<file path="config.mk">
export PLATFORM = sky130hd
export DESIGN_NAME = calendar_date_counter
export DESIGN_NICKNAME = d
export VERILOG_FILES = /design/src/sv/caldc_pkg.sv /design/src/sv/calendar_date_counter.sv /design/src/sv/caldc_step.sv /design/src/sv/caldc_facts.sv
export SDC_FILE = /design/constraint.sdc
export NUM_CORES = 1
export LEC_CHECK = 0
export BUFFER_PORTS_ARGS = -buffer_cell sky130_fd_sc_hd__buf_2
export CORE_UTILIZATION = 40
export DETAILED_ROUTE_END_ITERATION = 16
export SYNTH_ARGS = -nofsm -noshare
export SYNTH_HDL_FRONTEND = slang
export SYNTH_SLANG_ARGS = --single-unit
</file>
<file path="constraint.sdc">
create_clock -name i_clk -period 12.2 [get_ports i_clk]
set_input_delay 1.22 -clock i_clk [delete_from_list [all_inputs] [get_ports i_clk]]
set_output_delay 1.22 -clock i_clk [all_outputs]
set_load 0.01 [all_outputs]
</file>
<file path="src/sv/caldc_pkg.sv">
`default_nettype none

package caldc_pkg;

    // year limits of the counter
    localparam logic [13:0] YEAR_MIN = 14'd1;
    localparam logic [13:0] YEAR_MAX = 14'd9999;

    localparam logic [3:0] MONTH_JAN = 4'd1;
    localparam logic [3:0] MONTH_FEB = 4'd2;
    localparam logic [3:0] MONTH_DEC = 4'd12;

    localparam logic [4:0] DAY_FIRST    = 5'd1;
    localparam logic [4:0] DAY_DEC_LAST = 5'd31;

    // reset date
    localparam logic [4:0]  RESET_DAY   = 5'd1;
    localparam logic [3:0]  RESET_MONTH = 4'd1;
    localparam logic [13:0] RESET_YEAR  = 14'd2000;

    // floor(y / 100) as (y * 5243) >> 19, exact for y below 12800 (7-bit quotient)
    localparam int          DIV100_SHIFT = 19;
    localparam logic [12:0] DIV100_MAGIC = 13'd5243;

    localparam logic [2:0] WD_FRI = 3'd5;
    localparam logic [2:0] WD_SAT = 3'd6;

    typedef enum logic [2:0] {
        OP_NEXT_DAY   = 3'd0,
        OP_PREV_DAY   = 3'd1,
        OP_NEXT_MONTH = 3'd2,
        OP_PREV_MONTH = 3'd3,
        OP_LOAD       = 3'd4
    } t_op;

    typedef struct packed {
        logic [2:0]  operation;
        logic [4:0]  load_day;
        logic [3:0]  load_month;
        logic [13:0] load_year;
    } t_in_word;

    typedef struct packed {
        logic [4:0]  day_out;
        logic [3:0]  month_out;
        logic [13:0] year_out;
        logic [2:0]  weekday;
        logic [8:0]  day_of_year;
        logic        leap_flag;
        logic        weekend_flag;
        logic        month_end_flag;
        logic        load_error;
    } t_out_word;

    typedef struct packed {
        logic [4:0]  day;
        logic [3:0]  month;
        logic [13:0] year;
    } t_date;

    // partial weekday terms handed to the last stage
    typedef struct packed {
        t_date       date;
        logic        err;
        logic        leap;
        logic [13:0] yp;
        logic [6:0]  q100;
    } t_wd_parts;

    function automatic logic [26:0] f_mul100(input logic [13:0] y);
        return 27'(y) * 27'(DIV100_MAGIC);
    endfunction

    function automatic logic [6:0] f_div100(input logic [13:0] y);
        logic [26:0] p;
        p = f_mul100(y);
        return p[25:DIV100_SHIFT];
    endfunction

    // multiples of 100 leave a fraction below the magic constant
    function automatic logic f_is_leap(input logic [13:0] y);
        logic [26:0] p;
        logic        div100;
        logic [6:0]  q;
        p      = f_mul100(y);
        div100 = (p[DIV100_SHIFT-1:0] < 19'(DIV100_MAGIC));
        q      = p[25:DIV100_SHIFT];
        return div100 ? (q[1:0] == 2'd0) : (y[1:0] == 2'd0);
    endfunction

    function automatic logic [4:0] f_days_in(input logic [3:0] m, input logic leap);
        logic [4:0] r;
        case (m) inside
            4'd1, 4'd3, 4'd5, 4'd7, 4'd8, 4'd10, 4'd12: r = 5'd31;
            4'd4, 4'd6, 4'd9, 4'd11:                    r = 5'd30;
            4'd2:                                       r = leap ? 5'd29 : 5'd28;
            default:                                    r = 5'd0;
        endcase
        return r;
    endfunction

    function automatic logic [8:0] f_days_before(input logic [3:0] m);
        logic [8:0] r;
        case (m)
            4'd1:    r = 9'd0;
            4'd2:    r = 9'd31;
            4'd3:    r = 9'd59;
            4'd4:    r = 9'd90;
            4'd5:    r = 9'd120;
            4'd6:    r = 9'd151;
            4'd7:    r = 9'd181;
            4'd8:    r = 9'd212;
            4'd9:    r = 9'd243;
            4'd10:   r = 9'd273;
            4'd11:   r = 9'd304;
            4'd12:   r = 9'd334;
            default: r = 9'd0;
        endcase
        return r;
    endfunction

    // 31 * mm / 12 with march as month one
    function automatic logic [4:0] f_month_offset(input logic [3:0] m);
        logic [4:0] r;
        case (m)
            4'd1:    r = 5'd28;
            4'd2:    r = 5'd31;
            4'd3:    r = 5'd2;
            4'd4:    r = 5'd5;
            4'd5:    r = 5'd7;
            4'd6:    r = 5'd10;
            4'd7:    r = 5'd12;
            4'd8:    r = 5'd15;
            4'd9:    r = 5'd18;
            4'd10:   r = 5'd20;
            4'd11:   r = 5'd23;
            4'd12:   r = 5'd25;
            default: r = 5'd0;
        endcase
        return r;
    endfunction

    // 8 = 1 mod 7, so octal digits fold down
    function automatic logic [2:0] f_mod7(input logic [14:0] s);
        logic [5:0] t1;
        logic [3:0] t2;
        t1 = 6'(s[2:0]) + 6'(s[5:3]) + 6'(s[8:6]) + 6'(s[11:9]) + 6'(s[14:12]);
        t2 = 4'(t1[2:0]) + 4'(t1[5:3]);
        return (t2 >= 4'd7) ? 3'(t2 - 4'd7) : t2[2:0];
    endfunction

endpackage

`default_nettype wire

</file>
<file path="src/sv/calendar_date_counter.sv">
// channel   direction  handshake                    word
// in        input      i_in_valid / o_in_ready      i_in_data  (caldc_pkg::t_in_word)
// out       output     o_out_valid / i_out_ready    o_out_data (caldc_pkg::t_out_word)
//
// one word per cycle while o_in_ready is high; result via p1, p2, out registers
// the date registers are updated in the accept cycle, so back-to-back words chain
// latency is set by the weekday path: div-by-100 multiply, then digit-fold mod 7
// a stalled output holds its word; empty stages still absorb new words
// synchronous active-low reset restores 1 jan 2000 and empties the pipeline

`default_nettype none

module calendar_date_counter (
    input  var logic                 i_clk,
    input  var logic                 i_rst_n,
    input  var logic                 i_in_valid,
    output logic                     o_in_ready,
    input  var caldc_pkg::t_in_word  i_in_data,
    output logic                     o_out_valid,
    input  var logic                 i_out_ready,
    output caldc_pkg::t_out_word     o_out_data
);

    // current date, always a valid calendar date
    caldc_pkg::t_date r_date;
    caldc_pkg::t_date n_date;
    logic             n_err;

    // stage 1: updated date and error flag
    logic             r_p1_valid;
    caldc_pkg::t_date r_p1_date;
    logic             r_p1_err;

    // stage 2: weekday terms
    logic                 r_p2_valid;
    caldc_pkg::t_wd_parts r_p2;
    caldc_pkg::t_wd_parts n_p2;

    // output register
    logic                 r_out_valid;
    caldc_pkg::t_out_word r_out_data;
    caldc_pkg::t_out_word n_out_data;

    logic en_out;
    logic en_p2;
    logic en_p1;
    logic accept;
    logic jan_feb;

    // stage enables, a bubble anywhere lets upstream move
    assign en_out     = !r_out_valid || i_out_ready;
    assign en_p2      = !r_p2_valid || en_out;
    assign en_p1      = !r_p1_valid || en_p2;
    assign o_in_ready = en_p1;
    assign accept     = i_in_valid && en_p1;

    // next date from current date and incoming word
    caldc_step u_step (
        .i_date (r_date),
        .i_word (i_in_data),
        .o_date (n_date),
        .o_err  (n_err)
    );

    always_ff @(posedge i_clk) begin
        if (!i_rst_n) begin
            r_date.day   <= caldc_pkg::RESET_DAY;
            r_date.month <= caldc_pkg::RESET_MONTH;
            r_date.year  <= caldc_pkg::RESET_YEAR;
        end else if (accept) begin
            r_date <= n_date;
        end
    end

    always_ff @(posedge i_clk) begin
        if (!i_rst_n) begin
            r_p1_valid <= 1'b0;
        end else if (en_p1) begin
            r_p1_valid <= i_in_valid;
        end
    end

    always_ff @(posedge i_clk) begin
        if (accept) begin
            r_p1_date <= n_date;
            r_p1_err  <= n_err;
        end
    end

    // january and february count as months of the previous year
    always_comb begin
        jan_feb     = (r_p1_date.month <= caldc_pkg::MONTH_FEB);
        n_p2.date   = r_p1_date;
        n_p2.err    = r_p1_err;
        n_p2.leap   = caldc_pkg::f_is_leap(r_p1_date.year);
        n_p2.yp     = r_p1_date.year - 14'(jan_feb);
        n_p2.q100   = caldc_pkg::f_div100(n_p2.yp);
    end

    always_ff @(posedge i_clk) begin
        if (!i_rst_n) begin
            r_p2_valid <= 1'b0;
        end else if (en_p2) begin
            r_p2_valid <= r_p1_valid;
        end
    end

    always_ff @(posedge i_clk) begin
        if (en_p2 && r_p1_valid) begin
            r_p2 <= n_p2;
        end
    end

    // weekday, day of year and flags
    caldc_facts u_facts (
        .i_parts (r_p2),
        .o_word  (n_out_data)
    );

    always_ff @(posedge i_clk) begin
        if (!i_rst_n) begin
            r_out_valid <= 1'b0;
        end else if (en_out) begin
            r_out_valid <= r_p2_valid;
        end
    end

    always_ff @(posedge i_clk) begin
        if (en_out && r_p2_valid) begin
            r_out_data <= n_out_data;
        end
    end

    assign o_out_valid = r_out_valid;
    assign o_out_data  = r_out_data;

endmodule

`default_nettype wire

</file>
<file path="src/sv/caldc_step.sv">
`default_nettype none

module caldc_step (
    input  var caldc_pkg::t_date    i_date,
    input  var caldc_pkg::t_in_word i_word,
    output caldc_pkg::t_date        o_date,
    output logic                    o_err
);

    logic       leap_cur;
    logic       leap_ld;
    logic [4:0] dim_cur;
    logic [4:0] dim_prev;
    logic [4:0] dim_next;
    logic [4:0] dim_ld;
    logic [3:0] prev_m;
    logic [3:0] next_m;
    logic       ld_ok;

    always_comb begin
        leap_cur = caldc_pkg::f_is_leap(i_date.year);
        leap_ld  = caldc_pkg::f_is_leap(i_word.load_year);
        prev_m   = i_date.month - 4'd1;
        next_m   = i_date.month + 4'd1;
        dim_cur  = caldc_pkg::f_days_in(i_date.month, leap_cur);
        dim_prev = caldc_pkg::f_days_in(prev_m, leap_cur);
        dim_next = caldc_pkg::f_days_in(next_m, leap_cur);
        dim_ld   = caldc_pkg::f_days_in(i_word.load_month, leap_ld);
        ld_ok    = (i_word.load_month inside {[caldc_pkg::MONTH_JAN:caldc_pkg::MONTH_DEC]})
                && (i_word.load_day != 5'd0) && (i_word.load_day <= dim_ld)
                && (i_word.load_year inside {[caldc_pkg::YEAR_MIN:caldc_pkg::YEAR_MAX]});

        o_date = i_date;
        o_err  = 1'b0;

        case (caldc_pkg::t_op'(i_word.operation))
            caldc_pkg::OP_NEXT_DAY: begin
                if (i_date.day >= dim_cur) begin
                    if (i_date.month == caldc_pkg::MONTH_DEC) begin
                        if (i_date.year >= caldc_pkg::YEAR_MAX) begin
                            o_err = 1'b1;
                        end else begin
                            o_date.day   = caldc_pkg::DAY_FIRST;
                            o_date.month = caldc_pkg::MONTH_JAN;
                            o_date.year  = i_date.year + 14'd1;
                        end
                    end else begin
                        o_date.day   = caldc_pkg::DAY_FIRST;
                        o_date.month = next_m;
                    end
                end else begin
                    o_date.day = i_date.day + 5'd1;
                end
            end
            caldc_pkg::OP_PREV_DAY: begin
                if (i_date.day <= caldc_pkg::DAY_FIRST) begin
                    if (i_date.month == caldc_pkg::MONTH_JAN) begin
                        if (i_date.year <= caldc_pkg::YEAR_MIN) begin
                            o_err = 1'b1;
                        end else begin
                            o_date.day   = caldc_pkg::DAY_DEC_LAST;
                            o_date.month = caldc_pkg::MONTH_DEC;
                            o_date.year  = i_date.year - 14'd1;
                        end
                    end else begin
                        o_date.day   = dim_prev;
                        o_date.month = prev_m;
                    end
                end else begin
                    o_date.day = i_date.day - 5'd1;
                end
            end
            caldc_pkg::OP_NEXT_MONTH: begin
                // december and january both have 31 days, no clamp on year change
                if (i_date.month == caldc_pkg::MONTH_DEC) begin
                    if (i_date.year >= caldc_pkg::YEAR_MAX) begin
                        o_err = 1'b1;
                    end else begin
                        o_date.month = caldc_pkg::MONTH_JAN;
                        o_date.year  = i_date.year + 14'd1;
                    end
                end else begin
                    o_date.month = next_m;
                    if (i_date.day > dim_next) begin
                        o_date.day = dim_next;
                    end
                end
            end
            caldc_pkg::OP_PREV_MONTH: begin
                if (i_date.month == caldc_pkg::MONTH_JAN) begin
                    if (i_date.year <= caldc_pkg::YEAR_MIN) begin
                        o_err = 1'b1;
                    end else begin
                        o_date.month = caldc_pkg::MONTH_DEC;
                        o_date.year  = i_date.year - 14'd1;
                    end
                end else begin
                    o_date.month = prev_m;
                    if (i_date.day > dim_prev) begin
                        o_date.day = dim_prev;
                    end
                end
            end
            caldc_pkg::OP_LOAD: begin
                if (ld_ok) begin
                    o_date.day   = i_word.load_day;
                    o_date.month = i_word.load_month;
                    o_date.year  = i_word.load_year;
                end else begin
                    o_err = 1'b1;
                end
            end
            default: begin
                o_date = i_date;
            end
        endcase
    end

endmodule

`default_nettype wire

</file>
<file path="src/sv/caldc_facts.sv">
`default_nettype none

module caldc_facts (
    input  var caldc_pkg::t_wd_parts i_parts,
    output caldc_pkg::t_out_word     o_word
);

    logic [14:0] wd_sum;
    logic [2:0]  wd;
    logic [4:0]  dim;
    logic        after_feb;

    always_comb begin
        wd_sum = 15'(i_parts.date.day) + 15'(i_parts.yp) + 15'(i_parts.yp[13:2])
               + 15'(i_parts.q100[6:2])
               + 15'(caldc_pkg::f_month_offset(i_parts.date.month))
               - 15'(i_parts.q100);
        wd        = caldc_pkg::f_mod7(wd_sum);
        dim       = caldc_pkg::f_days_in(i_parts.date.month, i_parts.leap);
        after_feb = (i_parts.date.month > caldc_pkg::MONTH_FEB) && i_parts.leap;

        o_word.day_out        = i_parts.date.day;
        o_word.month_out      = i_parts.date.month;
        o_word.year_out       = i_parts.date.year;
        o_word.weekday        = wd;
        o_word.day_of_year    = caldc_pkg::f_days_before(i_parts.date.month)
                              + 9'(i_parts.date.day) + 9'(after_feb);
        o_word.leap_flag      = i_parts.leap;
        o_word.weekend_flag   = (wd == caldc_pkg::WD_FRI) || (wd == caldc_pkg::WD_SAT);
        o_word.month_end_flag = (i_parts.date.day == dim);
        o_word.load_error     = i_parts.err;
    end

endmodule

`default_nettype wire

</file>
==> out/metrics.cfg <==
[cts]
postCtsSetupRepairBufs = 0
hold_buffers = 0
cts_made_buffers = 17
cts_tree = done
clk_pin_slew_ps = 70
htreeDepth = 4
cts-root-buf = clkbuf_16
cts.sinks = 149
clk_path_buf_depth = 2
clk_latency_ps = 440
postCtsResizedCells = 0

[logic_synthesis]
yosysUniqueCellTypes = 93
ys_warn_count = 0
synth_edf_count = 109
ys.flop_type = edfxtp_1
async_flop_share = 0
ys_seq_area_frac = 0.1705
synth_area_per_cell_sq_um = 9.758
syn-num-nets = 3235
synth_seq_cells = 149
syn_inst = 2449
synthesis.area_sq_mm = 0.02390

[worst_setup_path]
required_ps = 12540
cp_slowest_cell = a21oi_1
r2r-end = r_date[0]
cp-start-kind = flip-flop
arrival_ps = 9680
cp_max_fo = 10
max_stage_delay_ps = 680
reg2regPathDepth = 29
cp.buffers_inverters = 4
cp_top_family = compound AO/OA/AOI/OAI gates
critPathKind = reg -> reg
r2r_start = r_date[4]
r2r_setup_slack_ps = 2850
worstSetupEndpointType = flip-flop

[outcome]
status = complete, no violations

[timing]
whs_ps = 417.0
hold_viol = 0
rsz0062_at_grt = no
fin_setup_tns_ps = 0
max_freq_mhz = 107.0
finalSetupViolCount = 0
post-route-min-period_ps = 9348
skew_ps = 13.78
maxSlewViolCount = 0
fin_crit_sh = 0.7662
setup_slack_ps = 2852
relSlewSlack = 0.2101
tightest_slew_ps = 1176

[run]
max-cap-violations = 0

[floorplanning]
io_pins = 71
dieArea_sq_mm = 0.06072
die_x_microns = 246.4
core_area_sq_mm = 0.05902
std_cell_rows = 89
start_util = 0.4049
die_h_microns = 246.4

[finish]
ff_latch_area_sq_mm = 0.004074
layout-drive-gt1-share = 0.06136
nNetsFinal = 3299
final.fill_count = 5665
multi_input_area_sq_mm = 0.01742
fin_cells = 3300
area_growth_pct = 7.262

[hold_path]
worstHoldStart = n_p2[42]
min_path_cells = 0
worstHoldEndpoint = r_p2[42]
hp-class = reg -> reg

[placed_design]
hpwl_microns = 49070
dp_cells = 3267
post-place-ws_ps = 2891
io_buffers = 70
gp_congestion = 0.8939

[drt]
vias = 17270
dr.pass1.iters = 5
wl_per_cell_microns = 17.63
ant_nets = 0
wl_microns = 58170
avgViaCountPerCell = 5.234
drt-initial-drc-count = 871
drc_errors = 0

[grt]
grt_pass1_vias = 18330
grt_max_degree = 47
grt_pass1_wl_microns = 95500
grt_use_total = 0.1995
overflow = 0
antenna_found_initial = 8

## synth_stat cells, types with 24 or more instances
master / instances / share of area
o211ai_1: 24 / 0.0075
nand2_1: 95 / 0.015
ha_1: 476 / 0.25
fa_1: 280 / 0.23
dfxtp_1: 40 / 0.034
a21o_1: 40 / 0.013
inv_1: 594 / 0.093
nor2_1: 97 / 0.015
a21oi_1: 95 / 0.020
xor2_1: 25 / 0.0092
o21ai_0: 65 / 0.014
nor3_1: 41 / 0.0086
xnor2_1: 64 / 0.023
edfxtp_1: 109 / 0.14
nand3_1: 37 / 0.0077
## worst reg2reg max path, delay by kind of cell, from the launching register on
family | cells | cell delay [ps]
adder cells (fa/ha/maj) | 7 | 2980
buffers and inverters | 4 | 380
flip-flops | 1 | 620
AND/OR/NAND/NOR | 3 | 560
XOR/XNOR | 1 | 160
AO/OA/AOI/OAI | 12 | 3600
multiplexers | 2 | 940
## sequential cells by signal, indices dropped and copies added (netlist names), named ones only
signal,flops
r_p2,46
o_out_data,39
n_p2,23
r_date,23
o_out_valid,1
r_p1_err,1
r_p1_valid,1
r_p2_valid,1
## metrics by stage
stage	area (sq um)	utilization
4_1_cts	25630	0.4343
3_3_place_gp	25080	0.4250
5_1_grt	25630	0.4343
3_5_place_dp	25080	0.4250
2_1_floorplan	23900	-
6_report	25630	0.4343
## how the worst max path moves through the flow
stage	slack, ps	from	endpoint	cells past startpoint
floorplan	4180	r_date[4]	r_date[21]	29
detailed placement	2890	r_date[4]	r_date[1]	29
CTS	2880	r_date[4]	r_date[1]	29
finish	2850	r_date[4]	r_date[0]	29
global placement	3010	r_date[4]	r_date[1]	29
global route	2440	r_date[4]	r_date[1]	29
## cells by family (layout without fill, tap and decap cells)
family | count (synthesis) | in the layout | share of synthesized area
xor+xnor | 89 | 89 | 0.03262
mux | 13 | 13 | 0.005864
fa+ha+maj | 756 | 756 | 0.4838
buf+inv | 625 | 702 | 0.1013
compound gates | 424 | 424 | 0.1257
simple gates | 393 | 393 | 0.08022
other cells | 0 | 1 | 0
flops | 149 | 149 | 0.1705
## cell usage in the layout (no fill, tap or decap), types with 64 or more instances in the layout
master / n
a21oi_1: 95
buf_2: 70
edfxtp_1: 109
fa_1: 280
ha_1: 476
inv_1: 593
nand2_1: 95
nor2_1: 97
o21ai_0: 65
xnor2_1: 64
## layer usage
layer,global-route usage,part of all wire,up-vias
li1,-,-,8267
met5,0,0.0014,-
met4,0.05864,0.028,14
met2,0.3518,0.49,391
met3,0.03115,0.044,106
met1,0.2493,0.44,8495
## final cells by class
cell class / instances / area share
inverters: 595 / 0.08713
clock inverters: 15 / 0.004784
multi-input cells: 1675 / 0.6796
repair buffers: 75 / 0.01513
well taps: 773 / 0.03773
flip-flops and latches: 149 / 0.1589
diodes: 1 / 0.00009763
clock buffers: 17 / 0.01660
Power is left out: the tool's default activity adds up to more than one toggle a clock period on the data nets, which glitch-free logic cannot reach.
